$ cat config.mk
export PLATFORM = sky130hd
export DESIGN_NAME = servo_bus_packet_framer_unit
export DESIGN_NICKNAME = d
export VERILOG_FILES = /design/src/rtl/core/sbpf_pkg.sv /design/src/rtl/core/sbpf_front.sv /design/src/rtl/core/sbpf_queue.sv /design/src/rtl/core/sbpf_back.sv /design/src/rtl/core/servo_bus_packet_framer_unit.sv
export SDC_FILE = /design/constraint.sdc
export NUM_CORES = 1
export LEC_CHECK = 0
export BUFFER_PORTS_ARGS = -buffer_cell sky130_fd_sc_hd__buf_4
export CORE_UTILIZATION = 55
export DETAILED_ROUTE_END_ITERATION = 10
export HOLD_SLACK_MARGIN = 0.15
export PLACE_DENSITY = 0.78
export REMOVE_ABC_BUFFERS = 1
export SETUP_SLACK_MARGIN = 0.3
export SLEW_MARGIN = 10
export SYNTH_ARGS = -nofsm -noshare
export SYNTH_HDL_FRONTEND = slang
export SYNTH_HIERARCHICAL = 1
export SYNTH_SLANG_ARGS = --single-unit
$ cat constraint.sdc
create_clock -name clk -period 5.4 [get_ports clk]
set_input_delay 0 -clock clk [delete_from_list [all_inputs] [get_ports clk]]
set_output_delay 0 -clock clk [all_outputs]
set_load 0.05 [all_outputs]
$ cat src/rtl/core/sbpf_pkg.sv
// ----------------------------------------------------------------------------
// sbpf_pkg
// Shared types and constants for the servo bus packet framer.
// ----------------------------------------------------------------------------
package sbpf_pkg;

  localparam logic [7:0] SYNC_BYTE = 8'hFF;
  localparam logic [7:0] MAX_COUNT = 8'd252;
  localparam logic [7:0] LEN_EXTRA = 8'd3;

  localparam logic KIND_HEADER = 1'b0;
  localparam logic KIND_PARAM  = 1'b1;

  localparam int QUEUE_DEPTH_DEF = 4;

  // input request
  typedef struct packed {
    logic       kind;
    logic [7:0] dest_id;
    logic [7:0] instr_code;
    logic [7:0] start_address;
    logic [7:0] param_count;
    logic [7:0] param_byte;
  } req_t;

  // wire byte out
  typedef struct packed {
    logic [7:0] out_byte;
    logic       frame_end;
  } tx_t;

  typedef enum logic {
    OP_HEADER = 1'b0,
    OP_PARAM  = 1'b1
  } cmd_op_t;

  // classified command between front and back
  // header: b0=id, b1=len, b2=instr, b3=addr; param: b0=byte
  typedef struct packed {
    cmd_op_t    op;
    logic [7:0] b0;
    logic [7:0] b1;
    logic [7:0] b2;
    logic [7:0] b3;
    logic       has_cs;
    logic [7:0] cs;
  } cmd_t;

endpackage

$ cat src/rtl/core/sbpf_front.sv
// ----------------------------------------------------------------------------
// sbpf_front
// Accepts requests, tracks the open packet and the running checksum, and
// turns each header or in-packet parameter into a command for the back end.
// ----------------------------------------------------------------------------
module sbpf_front import sbpf_pkg::*; (
  input  logic clk,
  input  logic rst,
  input  logic req_valid,
  output logic req_ready,
  input  req_t req,
  output logic cmd_valid,
  input  logic cmd_ready,
  output cmd_t cmd
);

  logic       packet_open;
  logic [7:0] bytes_left;
  logic [7:0] running_sum;

  logic       packet_open_next;
  logic [7:0] bytes_left_next;
  logic [7:0] running_sum_next;

  logic [7:0] cnt;
  logic [7:0] len;
  logic [7:0] left_dec;
  logic       take;

  assign req_ready = cmd_ready;
  assign take      = req_valid && req_ready;

  always_comb begin
    cnt      = (req.param_count > MAX_COUNT) ? MAX_COUNT : req.param_count;
    len      = cnt + LEN_EXTRA;
    left_dec = bytes_left - 8'd1;

    packet_open_next = packet_open;
    bytes_left_next  = bytes_left;
    running_sum_next = running_sum;
    cmd_valid        = 1'b0;
    cmd              = '0;

    if (req.kind == KIND_HEADER) begin
      running_sum_next = req.dest_id + len + req.instr_code + req.start_address;
      packet_open_next = (cnt != 8'd0);
      bytes_left_next  = cnt;
      cmd.op           = OP_HEADER;
      cmd.b0           = req.dest_id;
      cmd.b1           = len;
      cmd.b2           = req.instr_code;
      cmd.b3           = req.start_address;
      cmd.has_cs       = (cnt == 8'd0);
      cmd.cs           = ~running_sum_next;
      cmd_valid        = req_valid;
    end else if (packet_open) begin
      running_sum_next = running_sum + req.param_byte;
      bytes_left_next  = left_dec;
      packet_open_next = (left_dec != 8'd0);
      cmd.op           = OP_PARAM;
      cmd.b0           = req.param_byte;
      cmd.has_cs       = (left_dec == 8'd0);
      cmd.cs           = ~running_sum_next;
      cmd_valid        = req_valid;
    end
    // parameter with no open packet: accepted and dropped
  end

  always_ff @(posedge clk) begin
    if (rst) begin
      packet_open <= 1'b0;
      bytes_left  <= 8'd0;
      running_sum <= 8'd0;
    end else if (take) begin
      packet_open <= packet_open_next;
      bytes_left  <= bytes_left_next;
      running_sum <= running_sum_next;
    end
  end

endmodule

$ cat src/rtl/core/sbpf_queue.sv
// ----------------------------------------------------------------------------
// sbpf_queue
// Small command queue between front and back end.
// ----------------------------------------------------------------------------
module sbpf_queue import sbpf_pkg::*; #(
  parameter int DEPTH = QUEUE_DEPTH_DEF
) (
  input  logic clk,
  input  logic rst,
  input  logic wr_valid,
  output logic wr_ready,
  input  cmd_t wr_cmd,
  output logic rd_valid,
  input  logic rd_ready,
  output cmd_t rd_cmd
);

  localparam int AW = (DEPTH > 1) ? $clog2(DEPTH) : 1;
  localparam int CW = $clog2(DEPTH + 1);
  localparam logic [CW-1:0] FULL_CNT = CW'(DEPTH);
  localparam logic [AW-1:0] LAST_PTR = AW'(DEPTH - 1);

  cmd_t          slots [DEPTH];
  logic [AW-1:0] wr_ptr;
  logic [AW-1:0] rd_ptr;
  logic [CW-1:0] count;
  logic          push;
  logic          pop;

  assign wr_ready = (count != FULL_CNT);
  assign rd_valid = (count != '0);
  assign rd_cmd   = slots[rd_ptr];
  assign push     = wr_valid && wr_ready;
  assign pop      = rd_valid && rd_ready;

  always_ff @(posedge clk) begin
    if (push) begin
      slots[wr_ptr] <= wr_cmd;
    end
  end

  always_ff @(posedge clk) begin
    if (rst) begin
      wr_ptr <= '0;
      rd_ptr <= '0;
      count  <= '0;
    end else begin
      if (push) begin
        wr_ptr <= (wr_ptr == LAST_PTR) ? '0 : wr_ptr + AW'(1);
      end
      if (pop) begin
        rd_ptr <= (rd_ptr == LAST_PTR) ? '0 : rd_ptr + AW'(1);
      end
      if (push && !pop) begin
        count <= count + CW'(1);
      end else if (pop && !push) begin
        count <= count - CW'(1);
      end
    end
  end

endmodule

$ cat src/rtl/core/sbpf_back.sv
// ----------------------------------------------------------------------------
// sbpf_back
// Walks each command byte by byte into a registered output stage.
// ----------------------------------------------------------------------------
module sbpf_back import sbpf_pkg::*; (
  input  logic clk,
  input  logic rst,
  input  logic cmd_valid,
  output logic cmd_ready,
  input  cmd_t cmd,
  output logic tx_valid,
  input  logic tx_ready,
  output tx_t  tx
);

  localparam logic [2:0] ST_SYNC0 = 3'd0;
  localparam logic [2:0] ST_SYNC1 = 3'd1;
  localparam logic [2:0] ST_ID    = 3'd2;
  localparam logic [2:0] ST_LEN   = 3'd3;
  localparam logic [2:0] ST_INSTR = 3'd4;
  localparam logic [2:0] ST_ADDR  = 3'd5;
  localparam logic [2:0] ST_CSUM  = 3'd6;
  localparam logic [2:0] PS_BYTE  = 3'd0;
  localparam logic [2:0] PS_CSUM  = 3'd1;

  cmd_t       cur;
  logic       cur_valid;
  logic [2:0] step;
  logic [2:0] last_step;
  tx_t        sel;
  logic       adv;
  logic       fin;

  always_comb begin
    sel = '0;
    if (cur.op == OP_HEADER) begin
      last_step = cur.has_cs ? ST_CSUM : ST_ADDR;
      case (step)
        ST_SYNC0: sel.out_byte = SYNC_BYTE;
        ST_SYNC1: sel.out_byte = SYNC_BYTE;
        ST_ID:    sel.out_byte = cur.b0;
        ST_LEN:   sel.out_byte = cur.b1;
        ST_INSTR: sel.out_byte = cur.b2;
        ST_ADDR:  sel.out_byte = cur.b3;
        default:  sel.out_byte = cur.cs;
      endcase
      sel.frame_end = (step == ST_CSUM);
    end else begin
      last_step = cur.has_cs ? PS_CSUM : PS_BYTE;
      sel.out_byte  = (step == PS_BYTE) ? cur.b0 : cur.cs;
      sel.frame_end = (step == PS_CSUM);
    end
  end

  assign adv       = cur_valid && (!tx_valid || tx_ready);
  assign fin       = adv && (step == last_step);
  assign cmd_ready = !cur_valid || fin;

  always_ff @(posedge clk) begin
    if (rst) begin
      cur_valid <= 1'b0;
      step      <= 3'd0;
      tx_valid  <= 1'b0;
    end else begin
      if (tx_valid && tx_ready) begin
        tx_valid <= 1'b0;
      end
      if (adv) begin
        tx_valid <= 1'b1;
        step     <= step + 3'd1;
      end
      if (cmd_valid && cmd_ready) begin
        cur_valid <= 1'b1;
        step      <= 3'd0;
      end else if (fin) begin
        cur_valid <= 1'b0;
      end
    end
  end

  always_ff @(posedge clk) begin
    if (adv) begin
      tx <= sel;
    end
    if (cmd_valid && cmd_ready) begin
      cur <= cmd;
    end
  end

endmodule

$ cat src/rtl/core/servo_bus_packet_framer_unit.sv
// A request passes the queue, the back end's cur register and the tx register.
// Throughput: one request per cycle while the command queue has room; the
// output delivers one byte per cycle unless held by tx_ready, a header
// expands to six or seven bytes. Sustained rate is set by the output stage.
// Reset: synchronous, clears packet state, queue pointers and output valid.
// ----------------------------------------------------------------------------
// servo_bus_packet_framer_unit
// Servo bus instruction packet framer: header and parameter requests in,
// wire bytes with checksum and end-of-frame mark out.
// ----------------------------------------------------------------------------
module servo_bus_packet_framer_unit import sbpf_pkg::*; #(
  parameter int QUEUE_DEPTH = QUEUE_DEPTH_DEF
) (
  input  logic clk,
  input  logic rst,
  // request channel
  input  logic req_valid,
  output logic req_ready,
  input  req_t req,
  // byte channel
  output logic tx_valid,
  input  logic tx_ready,
  output tx_t  tx
);

  // Front end: owns packet_open / bytes_left / running_sum. Each request is
  // classified in its accept cycle: headers and in-packet parameters become
  // one command carrying all their non-sync bytes (checksum precomputed);
  // stray parameters are swallowed.
  logic fq_valid;
  logic fq_ready;
  cmd_t fq_cmd;

  // Queue output to back end
  logic qb_valid;
  logic qb_ready;
  cmd_t qb_cmd;

  sbpf_front u_front (
    .clk       (clk),
    .rst       (rst),
    .req_valid (req_valid),
    .req_ready (req_ready),
    .req       (req),
    .cmd_valid (fq_valid),
    .cmd_ready (fq_ready),
    .cmd       (fq_cmd)
  );

  // Decouples request acceptance from byte emission, so a six byte header
  // does not stall parameter requests behind it until the queue fills.
  sbpf_queue #(
    .DEPTH (QUEUE_DEPTH)
  ) u_queue (
    .clk      (clk),
    .rst      (rst),
    .wr_valid (fq_valid),
    .wr_ready (fq_ready),
    .wr_cmd   (fq_cmd),
    .rd_valid (qb_valid),
    .rd_ready (qb_ready),
    .rd_cmd   (qb_cmd)
  );

  // Back end: steps through the current command into the output register, one
  // byte per cycle unless stalled; next command is loaded as the last byte goes.
  sbpf_back u_back (
    .clk       (clk),
    .rst       (rst),
    .cmd_valid (qb_valid),
    .cmd_ready (qb_ready),
    .cmd       (qb_cmd),
    .tx_valid  (tx_valid),
    .tx_ready  (tx_ready),
    .tx        (tx)
  );

endmodule

==> impl_metrics.toml <==
[run_status]
status = "completed"

[timing]
max_slew_margin_pct = 22.3
fmax_mhz = 257
finalSetupTns_ps = 0
hold_slack_ps = 226
grt_setup_unrepaired = "false"
setup_viol = 0
hold_viol = 0
tightest_slew_ps = 1160
skew_ps = 15.6
post-route-min-period_ps = 3890
drv_slew = 0
period_share_pct = 72.0

[global_route]
grt_overflow_total = 0
grt_pass1_vias = 6919
grt_max_degree = 49
grt_pass1_wl_mm = 38.4
antenna_found_initial = 0
grtUsageTotal_pct = 25.3

[yosys]
synthFlopType = "edfxtp_1"
synth-async-reset-ratio_pct = 0
synth_area_leaders = "edfxtp_1 59%, mux4_2 8.5%, dfxtp_1 5.6%"
synthCells = 708
postSynthAreaPerCell_sq_um = 15.6
ys.warnings.count = 6
synth.yosys.seq_area_share_pct = 65.0
yosysTopAreaCellShare_pct = 59.4
synth_area_sq_mm = 0.0111
synth_top_area_cell = "edfxtp_1"
ys_seq_elements = 250
yosysUniqueCellTypes = 63
synth-edff-count = 219

[power]
power_density_mw_per_mm2 = 477
max-vdd-ir-drop_v = 0.000216
leakagePower_uw = 0.00463

[route]
wl_mm = 25.0
vias = 6684
wl_per_cell_um = 22.9
drc_errors = 0
first_pass_iters = 10
via_per_inst = 6.13
antenna_left = 0
drtIter0Drc = 701

[clocking]
h-tree-depth = 1
clockBufferDepth = 3
cts_tree = "done"
root_buffer = "clkbuf_16"
clk_pin_slew_worst_paths_ps = 60
cts_resized = 0
cts_buffers = 26
post_cts_buffers = 0
clock_sinks = 250
clk_latency_ps = 520

[die]
die_x_um = 144
coreArea_sq_mm = 0.0196
die_h_um = 144
pin_count = 56
start_util_pct = 56.5
dieArea_sq_mm = 0.0207
rows = 51

[placed_design]
port_buffers = 55
placed_area_sq_mm = 0.0117
gp_congestion = 0.854
dp_hpwl_mm = 15.2

[setup_path]
crit_path_max_fanout = 7
start_kind = "input pin"
critical_path_class = "input pin to flip-flop"
required_ps = 5800
arrival_ps = 4290
endpoint_kind = "flip-flop"

[final_layout]
final_nets = 899
antenna_cells = 0
final_layout_size_suffix_gt1_share_pct = 19.3
n_fill_cell = 1323
stdcell_area_sq_mm = 0.0130
post-route-util_pct = 66.3
syn_to_final_growth_pct = 17.4

[flow_run]
drv_cap = 0

[worst_hold_path]
hold_path_class = "input pin to flip-flop"
what timing repair did:
action | CTS | global route
setup endpoints to repair | 0 | 0
endpoints found under the hold margin | 159 | 0
hold buffers | 47 | 0
cell families after synthesis:
logic type               share of synthesized area [%]
AO/OA/AOI/OAI                                     7.63
multiplexers                                      9.18
adder cells (fa/ha/maj)                           6.17
XOR/XNOR                                          2.18
AND/OR/NAND/NOR                                   6.94
flip-flops                                        65.0
buffers and inverters                             2.87
sequential cells by signal (all words and copies together), names as in the netlist, 2 cells and up, named ones only:
register             cells
u_front/bytes_left       8
u_front/running_sum      8
u_back/tx                9
u_queue/wr_ptr           2
u_queue/slots          168
u_back/cur              42
u_back/step              3
u_queue/rd_ptr           2
u_queue/count            3
cells in the final DEF (no fill, tap or decap), types with 3 or more instances in the layout:
master           n
edfxtp_1       219
buf_4           62
dlygate4sd3_1   47
nor2_1          45
mux4_2          42
inv_1           40
ha_1            29
dfxtp_1         29
clkbuf_16       28
a21oi_1         24
nand2_1         23
nor2b_1         22
o21ai_0         22
a22o_1          16
a222oi_1        16
fa_1            16
xnor2_1         15
xor2_1          10
nand3_1          9
nor3_1           9
mux2i_1          7
clkbuf_1         6
nand2b_1         6
clkinv_1         5
a211oi_1         5
o22ai_1          5
and2_1           4
and3_2           4
nand4_1          3
o211ai_1         3
a21o_1           3
a311oi_1         3
synthesized netlist by cell type, types with 9 or more instances:
master / instances
a21oi_1: 24
a222oi_1: 16
a22o_1: 16
clkbuf_1: 21
dfxtp_1: 31
edfxtp_1: 219
fa_1: 16
ha_1: 29
inv_1: 40
mux4_2: 42
nand2_1: 23
nand3_1: 9
nor2_1: 45
nor2b_1: 22
nor3_1: 9
o21ai_0: 22
xnor2_1: 15
xor2_1: 10
critical path, stage by stage:
cell,delay [ps]
dlygate4sd3_1,530
buf_4,150
nand4_1,140
or2_2,370
nand2_1,140
ha_1,250
xor2_1,310
fa_1,450
inv_1,110
ha_1,240
a21o_1,150
a21oi_1,220
xnor2_1,100
o22ai_1,370
a311oi_1,160
dlygate4sd3_1,600
final cells by class:
type,instances,area (sq um),share of cell area [%]
timing repair buffer,109,936,7.21
sequential,250,7200,55.4
clock buffer,36,751,5.78
clock inverter,8,63.8,0.491
tap,265,332,2.55
multi-input combinational,381,3550,27.4
inverter,41,154,1.18
per-layer routing:
metal	global-route usage [%]	vias up	wire [um]
met1	33.4	3399	10200
met5	0	-	0
met4	11.7	0	854
met2	42.2	283	12500
li1	-	2940	-
met3	3.00	62	1450
path summary, 6_finish.rpt:
check / startpoint / endpoint / slack [ps] / cells after the start
setup / recovery: req[10] / u_front/running_sum[4] / 1510 / 16
hold / removal: req[1] / u_queue/slots[0][1] / 230 / 4
setup reg to reg: u_back/cur[41] / u_queue/count[2] / 2080 / 11
hold reg to reg: u_queue/rd_ptr[0] / flip-flop / 490 / 2
per-stage QoR:
step	worst slack, ps	power [uW]	std cells
2_1_floorplan	2130	3940	672
3_3_place_gp	1720	4400	999
3_5_place_dp	1590	4480	999
4_1_cts	1570	6210	1090
5_1_grt	1210	6450	1090
6_report	1510	6200	1090
where the power goes:
group,switching (uW),internal [uW]
sequential,206,2590
combinational,1020,689
clock,686,1010
total,1910,4290
(Power assumes the default switching activity.)
